<file path="config.mk">
export PLATFORM = sky130hd
export DESIGN_NAME = label_range_normalize
export DESIGN_NICKNAME = d
export VERILOG_FILES = /design/src/rtl/core/lrn_pkg.sv /design/src/rtl/core/lrn_queue.sv /design/src/rtl/core/lrn_front.sv /design/src/rtl/core/lrn_back.sv /design/src/rtl/core/label_range_normalize.sv
export SDC_FILE = /design/constraint.sdc
export NUM_CORES = 1
export LEC_CHECK = 0
export BUFFER_PORTS_ARGS = -buffer_cell sky130_fd_sc_hd__buf_2
export CAP_MARGIN = 20
export CORE_MARGIN = 3
export CORE_UTILIZATION = 24
export CTS_CLUSTER_DIAMETER = 30
export DETAILED_ROUTE_END_ITERATION = 10
export PLACE_DENSITY = 0.47
export SYNTH_ARGS = -nofsm -noshare
export SYNTH_HDL_FRONTEND = slang
export SYNTH_SLANG_ARGS = --single-unit
</file>
<file path="constraint.sdc">
create_clock -name clk -period 6.5 [get_ports clk]
set_input_delay 1.3 -clock clk [delete_from_list [all_inputs] [get_ports clk]]
set_output_delay 1.3 -clock clk [all_outputs]
set_load 0.01 [all_outputs]
</file>
<file path="src/rtl/core/lrn_pkg.sv">
// Package for the label range normalizer: default sizes, queue depth,
// the codes for how a map item is finished, and the front-to-back control struct.
// No dependencies.
package lrn_pkg;

  localparam int LABEL_BITS_DEF    = 16;
  localparam int FRACTION_BITS_DEF = 16;
  localparam int QUEUE_DEPTH       = 2;

  // How the back end finishes a map item.
  typedef logic [1:0] kind_t;
  localparam kind_t KIND_ZERO = 2'd0;  // empty or flat range, or label at or below the low end
  localparam kind_t KIND_ONE  = 2'd1;  // label at or above the high end
  localparam kind_t KIND_DIV  = 2'd2;  // strictly inside the range: divide

  typedef struct packed {
    kind_t kind;
    logic  is_labeled;
  } lrn_ctrl_t;

  localparam int CTRL_BITS = $bits(lrn_ctrl_t);

endpackage

</file>
<file path="src/rtl/core/lrn_queue.sv">
// Small register queue that decouples the normalizer front end from the divider.
// Depends on nothing; width and depth come from parameters.
module lrn_queue #(
  parameter int WIDTH = 8,
  parameter int DEPTH = 2
) (
  input  logic             clk,
  input  logic             rst,
  input  logic             push,
  input  logic [WIDTH-1:0] push_data,
  output logic             full,
  input  logic             pop,
  output logic [WIDTH-1:0] pop_data,
  output logic             empty
);

  localparam int PTR_W = (DEPTH > 1) ? $clog2(DEPTH) : 1;
  localparam int CNT_W = $clog2(DEPTH + 1);

  logic [WIDTH-1:0] slots [DEPTH];
  logic [PTR_W-1:0] wr_ptr;
  logic [PTR_W-1:0] rd_ptr;
  logic [CNT_W-1:0] count;

  function automatic logic [PTR_W-1:0] ptr_inc(input logic [PTR_W-1:0] p);
    ptr_inc = (p == PTR_W'(DEPTH - 1)) ? '0 : p + 1'b1;
  endfunction

  assign full     = (count == CNT_W'(DEPTH));
  assign empty    = (count == '0);
  assign pop_data = slots[rd_ptr];

  always_ff @(posedge clk) begin
    if (rst) begin
      wr_ptr <= '0;
      rd_ptr <= '0;
      count  <= '0;
    end else begin
      if (push) begin
        wr_ptr <= ptr_inc(wr_ptr);
      end
      if (pop) begin
        rd_ptr <= ptr_inc(rd_ptr);
      end
      if (push && !pop) begin
        count <= count + 1'b1;
      end else if (pop && !push) begin
        count <= count - 1'b1;
      end
    end
  end

  always_ff @(posedge clk) begin
    if (push) begin
      slots[wr_ptr] <= push_data;
    end
  end

endmodule

</file>
<file path="src/rtl/core/lrn_front.sv">
// Front end of the label range normalizer: accepts pixels, tracks the scanned range
// and classifies map pixels into queue entries. Depends on lrn_pkg.
module lrn_front #(
  parameter int LABEL_BITS = lrn_pkg::LABEL_BITS_DEF
) (
  input  logic                         clk,
  input  logic                         rst,
  input  logic                         pixel_valid,
  output logic                         pixel_stall,
  input  logic                         req_type,
  input  logic                         start_req,
  input  logic signed [LABEL_BITS-1:0] label_value,
  input  logic                         q_full,
  output logic                         q_push,
  output lrn_pkg::lrn_ctrl_t           q_ctrl,
  output logic [LABEL_BITS-1:0]        q_num,
  output logic [LABEL_BITS-1:0]        q_den
);

  localparam logic signed [LABEL_BITS-1:0] LBL_TOP    = {1'b0, {(LABEL_BITS - 1){1'b1}}};
  localparam logic signed [LABEL_BITS-1:0] LBL_BOTTOM = {1'b1, {(LABEL_BITS - 1){1'b0}}};

  logic signed [LABEL_BITS-1:0] range_low;
  logic signed [LABEL_BITS-1:0] range_high;
  logic signed [LABEL_BITS-1:0] base_low;
  logic signed [LABEL_BITS-1:0] base_high;
  logic signed [LABEL_BITS-1:0] range_low_next;
  logic signed [LABEL_BITS-1:0] range_high_next;
  logic signed [LABEL_BITS:0]   num_wide;
  logic signed [LABEL_BITS:0]   den_wide;
  logic                         accept;

  // Map pixels need a queue slot, so the front stalls while the queue is full.
  assign pixel_stall = q_full;
  assign accept      = pixel_valid && !pixel_stall;
  assign q_push      = accept && req_type;

  always_comb begin
    base_low        = start_req ? LBL_TOP : range_low;
    base_high       = start_req ? LBL_BOTTOM : range_high;
    range_low_next  = (label_value < base_low)  ? label_value : base_low;
    range_high_next = (label_value > base_high) ? label_value : base_high;
  end

  // Both differences are non-negative whenever the divider uses them.
  assign num_wide = {label_value[LABEL_BITS-1], label_value} - {range_low[LABEL_BITS-1], range_low};
  assign den_wide = {range_high[LABEL_BITS-1], range_high} - {range_low[LABEL_BITS-1], range_low};
  assign q_num    = num_wide[LABEL_BITS-1:0];
  assign q_den    = den_wide[LABEL_BITS-1:0];

  always_comb begin
    q_ctrl.is_labeled = !label_value[LABEL_BITS-1];
    if (range_high <= range_low) begin
      q_ctrl.kind = lrn_pkg::KIND_ZERO;
    end else if (label_value <= range_low) begin
      q_ctrl.kind = lrn_pkg::KIND_ZERO;
    end else if (label_value >= range_high) begin
      q_ctrl.kind = lrn_pkg::KIND_ONE;
    end else begin
      q_ctrl.kind = lrn_pkg::KIND_DIV;
    end
  end

  always_ff @(posedge clk) begin
    if (rst) begin
      range_low  <= LBL_TOP;
      range_high <= LBL_BOTTOM;
    end else if (accept && !req_type) begin
      range_low  <= range_low_next;
      range_high <= range_high_next;
    end
  end

endmodule

</file>
<file path="src/rtl/core/lrn_back.sv">
// Back end of the label range normalizer: takes queue entries, runs a restoring
// divider one quotient bit per cycle and holds the result in an output register.
// Depends on lrn_pkg.
module lrn_back #(
  parameter int LABEL_BITS    = lrn_pkg::LABEL_BITS_DEF,
  parameter int FRACTION_BITS = lrn_pkg::FRACTION_BITS_DEF
) (
  input  logic                     clk,
  input  logic                     rst,
  input  logic                     q_empty,
  output logic                     q_pop,
  input  lrn_pkg::lrn_ctrl_t       q_ctrl,
  input  logic [LABEL_BITS-1:0]    q_num,
  input  logic [LABEL_BITS-1:0]    q_den,
  output logic                     result_valid,
  input  logic                     result_stall,
  output logic [FRACTION_BITS:0]   gray_level,
  output logic                     is_labeled
);

  localparam int CNT_W = $clog2(FRACTION_BITS);

  localparam logic [1:0] ST_IDLE = 2'd0;
  localparam logic [1:0] ST_RUN  = 2'd1;
  localparam logic [1:0] ST_DONE = 2'd2;

  logic [1:0]               state;
  logic [LABEL_BITS-1:0]    rem;
  logic [LABEL_BITS-1:0]    den;
  logic [FRACTION_BITS-1:0] quot;
  logic [CNT_W-1:0]         cnt;
  lrn_pkg::kind_t           kind;
  logic                     lab;

  logic [LABEL_BITS:0]      shifted;
  logic [LABEL_BITS:0]      diff;
  logic                     fits;
  logic [LABEL_BITS-1:0]    rem_step;
  logic                     out_free;
  logic [FRACTION_BITS:0]   gray_final;

  // The partial remainder stays below the divisor, so one bit of headroom is enough.
  assign shifted  = {rem, 1'b0};
  assign diff     = shifted - {1'b0, den};
  assign fits     = (shifted >= {1'b0, den});
  assign rem_step = fits ? diff[LABEL_BITS-1:0] : shifted[LABEL_BITS-1:0];

  assign out_free = !result_valid || !result_stall;
  assign q_pop    = (state == ST_IDLE) && !q_empty;

  always_comb begin
    case (kind)
      lrn_pkg::KIND_DIV: gray_final = {1'b0, quot};
      lrn_pkg::KIND_ONE: gray_final = {1'b1, {FRACTION_BITS{1'b0}}};
      default:           gray_final = '0;
    endcase
  end

  always_ff @(posedge clk) begin
    if (rst) begin
      state        <= ST_IDLE;
      result_valid <= 1'b0;
    end else begin
      if (state == ST_DONE && out_free) begin
        result_valid <= 1'b1;
      end else if (!result_stall) begin
        result_valid <= 1'b0;
      end
      case (state)
        ST_IDLE: begin
          if (q_pop) begin
            state <= (q_ctrl.kind == lrn_pkg::KIND_DIV) ? ST_RUN : ST_DONE;
          end
        end
        ST_RUN: begin
          if (cnt == '0) begin
            state <= ST_DONE;
          end
        end
        ST_DONE: begin
          if (out_free) begin
            state <= ST_IDLE;
          end
        end
        default: begin
          state <= ST_IDLE;
        end
      endcase
    end
  end

  always_ff @(posedge clk) begin
    case (state)
      ST_IDLE: begin
        if (q_pop) begin
          rem  <= q_num;
          den  <= q_den;
          kind <= q_ctrl.kind;
          lab  <= q_ctrl.is_labeled;
          quot <= '0;
          cnt  <= CNT_W'(FRACTION_BITS - 1);
        end
      end
      ST_RUN: begin
        rem  <= rem_step;
        quot <= {quot[FRACTION_BITS-2:0], fits};
        cnt  <= cnt - 1'b1;
      end
      ST_DONE: begin
        if (out_free) begin
          gray_level <= gray_final;
          is_labeled <= lab;
        end
      end
      default: begin
        cnt <= cnt;
      end
    endcase
  end

endmodule

</file>
<file path="src/rtl/core/label_range_normalize.sv">
// Label range normalizer, top level: front end, queue and divider back end.
// Depends on lrn_pkg, lrn_front, lrn_queue and lrn_back.
//
// Usage: pixels arrive on the pixel channel (pixel_valid / pixel_stall) with
// req_type, start_req and label_value. A scan item (req_type 0) widens the
// running minimum and maximum, and start_req on it first clears the range; a scan
// item gives no result. A map item (req_type 1) gives one result item on the result
// channel (result_valid / result_stall): gray_level, the fraction
// (label - min) / (max - min) with FRACTION_BITS fractional bits, truncated and
// saturated to 0 and 1.0, or 0 when the range is empty or flat, plus is_labeled.
// Scan items are taken one per cycle while the queue has room. A map item that
// falls strictly inside the range runs through the restoring divider, one
// quotient bit per cycle. The back end takes the next map item only once it
// has handed on the last; a saturated or empty-range map item skips the divide
// loop and goes straight to the output register.
// Reset clears the range to empty (min at the largest label, max at the smallest),
// empties the queue and drops any result. While the receiver stalls, the result
// is held, the divider finishes its current item and waits, and the front keeps
// accepting items until the queue of QUEUE_DEPTH entries fills.
module label_range_normalize #(
  parameter int LABEL_BITS    = lrn_pkg::LABEL_BITS_DEF,
  parameter int FRACTION_BITS = lrn_pkg::FRACTION_BITS_DEF
) (
  input  logic                         clk,
  input  logic                         rst,
  input  logic                         pixel_valid,
  output logic                         pixel_stall,
  input  logic                         req_type,
  input  logic                         start_req,
  input  logic signed [LABEL_BITS-1:0] label_value,
  output logic                         result_valid,
  input  logic                         result_stall,
  output logic [FRACTION_BITS:0]       gray_level,
  output logic                         is_labeled
);

  // A queue entry carries the control struct and the numerator and divisor.
  localparam int ENTRY_BITS = lrn_pkg::CTRL_BITS + 2 * LABEL_BITS;

  logic                    q_full;
  logic                    q_empty;
  logic                    q_push;
  logic                    q_pop;
  lrn_pkg::lrn_ctrl_t      push_ctrl;
  logic [LABEL_BITS-1:0]   push_num;
  logic [LABEL_BITS-1:0]   push_den;
  logic [ENTRY_BITS-1:0]   push_entry;
  logic [ENTRY_BITS-1:0]   pop_entry;
  lrn_pkg::lrn_ctrl_t      pop_ctrl;
  logic [LABEL_BITS-1:0]   pop_num;
  logic [LABEL_BITS-1:0]   pop_den;

  lrn_front #(
    .LABEL_BITS (LABEL_BITS)
  ) u_front (
    .clk         (clk),
    .rst         (rst),
    .pixel_valid (pixel_valid),
    .pixel_stall (pixel_stall),
    .req_type    (req_type),
    .start_req   (start_req),
    .label_value (label_value),
    .q_full      (q_full),
    .q_push      (q_push),
    .q_ctrl      (push_ctrl),
    .q_num       (push_num),
    .q_den       (push_den)
  );

  assign push_entry = {push_ctrl, push_num, push_den};

  lrn_queue #(
    .WIDTH (ENTRY_BITS),
    .DEPTH (lrn_pkg::QUEUE_DEPTH)
  ) u_queue (
    .clk       (clk),
    .rst       (rst),
    .push      (q_push),
    .push_data (push_entry),
    .full      (q_full),
    .pop       (q_pop),
    .pop_data  (pop_entry),
    .empty     (q_empty)
  );

  assign pop_ctrl = pop_entry[ENTRY_BITS-1 -: lrn_pkg::CTRL_BITS];
  assign pop_num  = pop_entry[2*LABEL_BITS-1 -: LABEL_BITS];
  assign pop_den  = pop_entry[LABEL_BITS-1:0];

  lrn_back #(
    .LABEL_BITS    (LABEL_BITS),
    .FRACTION_BITS (FRACTION_BITS)
  ) u_back (
    .clk          (clk),
    .rst          (rst),
    .q_empty      (q_empty),
    .q_pop        (q_pop),
    .q_ctrl       (pop_ctrl),
    .q_num        (pop_num),
    .q_den        (pop_den),
    .result_valid (result_valid),
    .result_stall (result_stall),
    .gray_level   (gray_level),
    .is_labeled   (is_labeled)
  );

  // The queue is never written while full.
  assert property (@(posedge clk) disable iff (rst) q_push |-> !q_full)
    else $error("queue written while full");

  // The back end never takes an entry from an empty queue.
  assert property (@(posedge clk) disable iff (rst) q_pop |-> !q_empty)
    else $error("queue read while empty");

  // A result never exceeds 1.0.
  assert property (@(posedge clk) disable iff (rst)
    result_valid |-> (!gray_level[FRACTION_BITS] || (gray_level[FRACTION_BITS-1:0] == '0)))
    else $error("normalized value above one");

endmodule
</file>
==> results of run 1 <==
==> worst max-delay path: stages <==
cell and delay [ns]:
buf_2 0.40, nor2_1 0.09, ha_1 0.30, a21o_1 0.18, a211o_1 0.30, a211oi_1 0.20, o22ai_1 0.14, or4_1 0.70
o22a_2 0.33
==> power by group through the flow <==
stage               clock network, mW  logic, mW  registers, mW
floorplan                           0       1.27           1.76
global placement                    0       1.62           1.82
detailed placement                  0       1.62           1.83
CTS                              1.12       1.63           1.80
global route                     1.17       1.84           1.83
finish                           1.08       1.64           1.79
==> cell type report <==
class | instances | area [um^2]
clock buffer | 18 | 429
tap | 539 | 674
timing repair buffer | 47 | 279
clock inverter | 14 | 181
inverter | 71 | 267
multi-input combinational | 644 | 4890
sequential | 183 | 5100
fill | 4404 | 30400
==> sequential cells by signal (all words and copies together) (netlist names), 2 cells and up, named ones only <==
name,count
u_queue.count,2
u_back.state,2
u_front.range_high,16
u_front.range_low,16
u_queue.slots,70
u_back.quot,16
u_back.den,16
u_back.kind,2
u_back.rem,16
u_back.gray_level,17
u_back.cnt,4
==> worst min-delay path by stage <==
stage	cells past startpoint	slack, ns	endpoint
6_report	0	0.44	u_back.is_labeled$_DFFE_PP_
5_1_grt	0	0.44	u_back.is_labeled$_DFFE_PP_
4_1_cts	0	0.44	u_back.is_labeled$_DFFE_PP_
3_3_place_gp	0	0.43	u_back.is_labeled$_DFFE_PP_
3_5_place_dp	0	0.43	u_back.is_labeled$_DFFE_PP_
2_1_floorplan	0	0.40	u_back.is_labeled$_DFFE_PP_
==> cells in the mapped netlist (17+ instances only) <==
cell	n	area share (%)
mux2i_1	17	1.6
nand2b_1	23	1.4
dfxtp_1	40	7.7
ha_1	99	12
nand2_1	45	1.6
mux2_2	19	2.1
nor2_1	61	2.2
nand3_1	18	0.87
a21oi_1	59	2.9
xnor2_1	31	2.6
nor2b_1	17	1.0
inv_1	71	2.6
o21ai_0	29	1.4
edfxtp_1	143	42
and2_1	31	1.9
==> cell families (layout without fill, tap and decap cells) <==
group	after synthesis	count (layout)	share of synthesized area (%)
AOI/OAI and AO/OA	218	218	14.9
xor gates and xnor gates	43	43	3.64
adders and majority gates	102	102	12.6
buffers and inverters	95	150	3.73
DFF	183	183	49.3
muxes	36	36	3.72
and+or+nand+nor	245	245	12.1
==> layer usage <==
metal / global-route usage [%] / routed length [um] / vias up
li1: - / - / 3508
met1: 14.8 / 11800 / 3210
met2: 16.0 / 10300 / 72
met3: 1.99 / 475 / 11
met4: 2.30 / 197 / 0
met5: 0 / 0 / -
==> through the flow <==
step | total power [mW] | cell area (um^2)
3_3_place_gp | 3.44 | 11100
5_1_grt | 4.85 | 11800
6_report | 4.51 | 11800
2_1_floorplan | 3.03 | 10300
4_1_cts | 4.56 | 11800
3_5_place_dp | 3.45 | 11100
==> results.yml, run 1 <==
run_status:
  outcome: "complete, no violations"
clocking:
  clk_transition_reported_paths_ns: 0.07
  cts_setup_buffers: 0
  cts_resized: 0
  postCtsHoldBufs: 0
  cts_tree: "yes"
  cts_inserted_buffers: 17
  clockBufferDepth: 2
  clkLatencyLatePin_ns: 0.44
  clock_sinks: 183
  root_buffer: "clkbuf_16"
  count_of_h_tree_levels_built_during_cts: 4
final_layout:
  flow.area_growth_from_synthesis_pct: 14.3
  finalNetCount: 1088
  drive_above_1_share_pct: 12.8
  antenna_cells_inserted: 0
  final_cell_mix: "143 x edfxtp_1, 99 x ha_1, 71 x inv_1"
  final_core_util_pct: 28.0
  layout_commonest_cell: "edfxtp_1"
  instances_no_fill: 1516
worst_setup_path:
  ff2ff_setup_slack_ns: 3.27
  worst-r2r-cell-count: 9
  regToRegEndpoint: "u_queue.slots[1][33]$_DFFE_PP_"
  crit_path_max_fanout: 33
  startpoint_type: "input port"
  arrival_ns: 3.96
  timing.rr.start: "u_front.range_high[0]$_SDFFE_PP0P_"
  timing.critical_path.to_type: "flip-flop"
  crit_end: "u_front.range_low[4]$_SDFFE_PP1P_"
  worst_setup_path_startpoint: "start_req"
  critical_path_class: "in -> reg"
  worst-endpoint-required_ns: 6.83
yosys:
  syn_warnings: 0
  yosys_register_bits: 183
  postSynth.topFlopCell: "edfxtp_1"
  synth_seq_area_share_pct: 49.3
  synth_enable_flop_cells: 143
  post_synth_inst_count: 922
  synth.lib_cells_used.distinct: 69
  synth.avg_cell_area_um2: 11.2
  ys_async_sr_fraction_pct: 0
  syn-cell-area_mm2: 0.0103
  synth_fp_nets: 1046
place:
  post-place-ws_ns: 2.20
  place.detailed.instances: 1480
  place.port_buffers: 41
  post-dp-hpwl_um: 16900
  gp_congestion: 0.833
timing:
  timing.max_slew.rel_slack_pct: 26.8
  achievable-frequency_mhz: 275
  hold_viol_final: 0
  setup_tns_ns: 0
  grt_setup_unrepaired: "no"
  setup_ws_ns: 2.87
  drv_slew: 0
  post-route-period-util_pct: 55.9
  setup_viol: 0
  actual_slew_at_the_worst_max_slew_pin_ns: 1.10
  fin_worst_hold_slack_ns: 0.437
  layout_min_cycle_time_ns: 3.63
  timing.clock.skew_ns: 0.00827
floorplanning:
  start_util_pct: 24.5
  design.die.area_mm2: 0.0456
  core-area_mm2: 0.0422
  io-pin-count: 42
  height_of_the_die_um: 214
  dieWidth_um: 214
  std_cell_rows: 75
routing:
  routedWlPerCell_um: 15.1
  detail_route.iter0.violations: 401
  vias_per_cell: 4.49
  route.antenna.remaining_nets: 0
  detailroute.via_count: 6801
  remaining_drc_errors: 0
  drtPass1Iterations: 4
  final_wl_um: 22800
pwr:
  switching_share_pct: 36.2
  worst_ir_drop_vdd_mv: 0.150
  power.leakage_nw: 4.64
  netSwitchingPower_mw: 1.63
  p_per_area_mw_per_mm2: 382
  share_clk_of_total_power_pct: 24.0
  power.combinational.fraction_pct: 36.3
  internal_power_mw: 2.88
  part_of_the_power_in_registers_pct: 39.7
min_path:
  hold_path.startpoint: "u_back.lab$_DFFE_PP_"
  timing.hold.worst.class: "reg -> reg"
global_routing:
  antenna_found_initial: 0
  grt_pass1_vias: 6742
  first_pass_grt_wire_length_um: 36500
  gr-usage-all-layers_pct: 10.3
  grt_max_degree: 39
  gr-total-overflow: 0
flow_run:
  max_cap_violations: 0
Note: power is estimated with default switching activity, not from simulation.
==> run 2: changes to the inputs <==
PLACE_DENSITY = 0.48   (was 0.47)
clock period = 3.1 ns   (was 6.5 ns; I/O delays follow)
==> run 2 against run 1 <==
  * Setup slack got worse by 2.6 ns
  * Final cell count grew 1.8%
  * Combinational power grew 120%
  * Critical path depth down 1
  * Global-route usage grew 0.14 points
  * Design area increased by 1.6%
  * Sequential power increased by 110%
  * Largest power group unchanged
==> results.yml, run 2 (same netlist as run 1, synthesis figures left out) <==
clocking:
  count_of_h_tree_levels_built_during_cts: 4
  postCtsHoldBufs: 0
  clockBufferDepth: 2
  cts_setup_buffers: 0
  cts_tree: "yes"
  root_buffer: "clkbuf_16"
  cts_inserted_buffers: 17
  cts_resized: 0
  clk_transition_reported_paths_ns: 0.07
  clkLatencyLatePin_ns: 0.45
  clock_sinks: 183
worst_setup_path:
  timing.critical_path.to_type: "flip-flop"
  crit_path_max_fanout: 4
  arrival_ns: 2.97
  ff2ff_setup_slack_ns: 0.28
  worst-r2r-cell-count: 8
  timing.rr.start: "u_back.rem[1]$_DFFE_PP_"
  critical_path_class: "reg -> reg"
  startpoint_type: "flip-flop"
  worst-endpoint-required_ns: 3.24
  worst_setup_path_startpoint: "u_back.rem[1]$_DFFE_PP_"
  crit_end: "u_back.rem[14]$_DFFE_PP_"
  regToRegEndpoint: "u_back.rem[14]$_DFFE_PP_"
final_layout:
  finalNetCount: 1116
  flow.area_growth_from_synthesis_pct: 16.1
  layout_commonest_cell: "edfxtp_1"
  final_cell_mix: "143 x edfxtp_1, 99 x ha_1, 71 x inv_1"
  drive_above_1_share_pct: 15.5
  regMostFlops: "u_queue.slots"
  antenna_cells_inserted: 0
  largestRegisters: "u_queue.slots x70, u_back.gray_level x17"
  instances_no_fill: 1544
  largest_reg_flops: 70
routing:
  route.antenna.remaining_nets: 0
  vias_per_cell: 4.52
  final_wl_um: 23100
  detailroute.via_count: 6972
  drtPass1Iterations: 4
  remaining_drc_errors: 0
  detail_route.iter0.violations: 414
  routedWlPerCell_um: 15.0
place:
  place.port_buffers: 41
  place.detailed.instances: 1511
  post-place-ws_ns: -0.369
  post-dp-hpwl_um: 17400
  gp_congestion: 0.828
timing:
  layout_min_cycle_time_ns: 2.82
  achievable-frequency_mhz: 354
  setup_viol: 0
  post-route-period-util_pct: 91.0
  hold_viol_final: 0
  actual_slew_at_the_worst_max_slew_pin_ns: 0.983
  grt_setup_unrepaired: "no"
  timing.max_slew.rel_slack_pct: 34.5
  drv_slew: 0
  timing.clock.skew_ns: 0.0177
  setup_ws_ns: 0.278
floorplanning:
  height_of_the_die_um: 214
  dieWidth_um: 214
  start_util_pct: 24.5
  core-area_mm2: 0.0422
  std_cell_rows: 75
  io-pin-count: 42
  design.die.area_mm2: 0.0456
global_routing:
  grt_max_degree: 38
  first_pass_grt_wire_length_um: 37100
  gr-total-overflow: 0
  antenna_found_initial: 0
  grt_pass1_vias: 6918
  gr-usage-all-layers_pct: 10.4
run_status:
  outcome: "complete, no violations"
pwr:
  p_per_area_mw_per_mm2: 790
  worst_ir_drop_vdd_mv: 0.418
  power.leakage_nw: 4.76
  power_mw: 9.49
min_path:
  hold_path.startpoint: "u_back.lab$_DFFE_PP_"
  timing.hold.worst.class: "reg -> reg"
flow_run:
  max_cap_violations: 0
-- run 2: stage by stage --
stage	util [%]	TNS, ns	area, um^2	hold WS [ns]
after global routing	28.4	0	12000	0.443
after global placement	27.0	-8.98	11400	0.409
after CTS	28.4	0	12000	0.426
after floorplan	-	0	10300	0.400
final	28.4	0	12000	0.422
after detailed placement	27.0	-10.22	11400	0.408
-- run 2: layout make-up --
| cell class | count | area, um^2 |
|---|---|---|
| clock buffers | 18 | 429 |
| fillers | 4398 | 30200 |
| clock inverters | 14 | 145 |
| multi-input cells | 644 | 4910 |
| flip-flops and latches | 183 | 5100 |
| well taps | 539 | 674 |
| repair buffers | 75 | 485 |
| inverters | 71 | 267 |
-- run 2: how the worst min path moves through the flow --
stage / endpoint / slack, ns / cells past startpoint
after floorplan: u_back.is_labeled$_DFFE_PP_ / 0.40 / 0
after global placement: u_back.is_labeled$_DFFE_PP_ / 0.41 / 0
after detailed placement: u_back.is_labeled$_DFFE_PP_ / 0.41 / 0
after CTS: u_back.is_labeled$_DFFE_PP_ / 0.43 / 0
after global routing: u_back.is_labeled$_DFFE_PP_ / 0.44 / 0
final: u_back.is_labeled$_DFFE_PP_ / 0.42 / 0
-- run 2: critical path, stage by stage (launching register included) --
cell and delay [ns]:
edfxtp_1 0.40, ha_1 0.34, nor2b_1 0.17, o31a_1 0.26, o31a_1 0.29, o41ai_2 0.48, nor3_1 0.11, nor4b_1 0.38
a211oi_1 0.09
-- run 2: where the power goes --
part / switching, mW / total (mW) / leakage [nW] / internal, mW
logic: 2.18 / 3.66 / 2.82 / 1.48
clock network: 1.02 / 2.15 / 0.279 / 1.13
registers: 0.252 / 3.67 / 1.66 / 3.42
-- run 2: per-layer routing --
| layer | vias up | global-route usage [%] | routed length [um] |
|---|---|---|---|
| met2 | 92 | 16.5 | 10400 |
| li1 | 3565 | - | - |
| met1 | 3303 | 14.7 | 11800 |
| met5 | - | 0 | 0 |
| met4 | 0 | 2.92 | 218 |
| met3 | 12 | 1.84 | 727 |
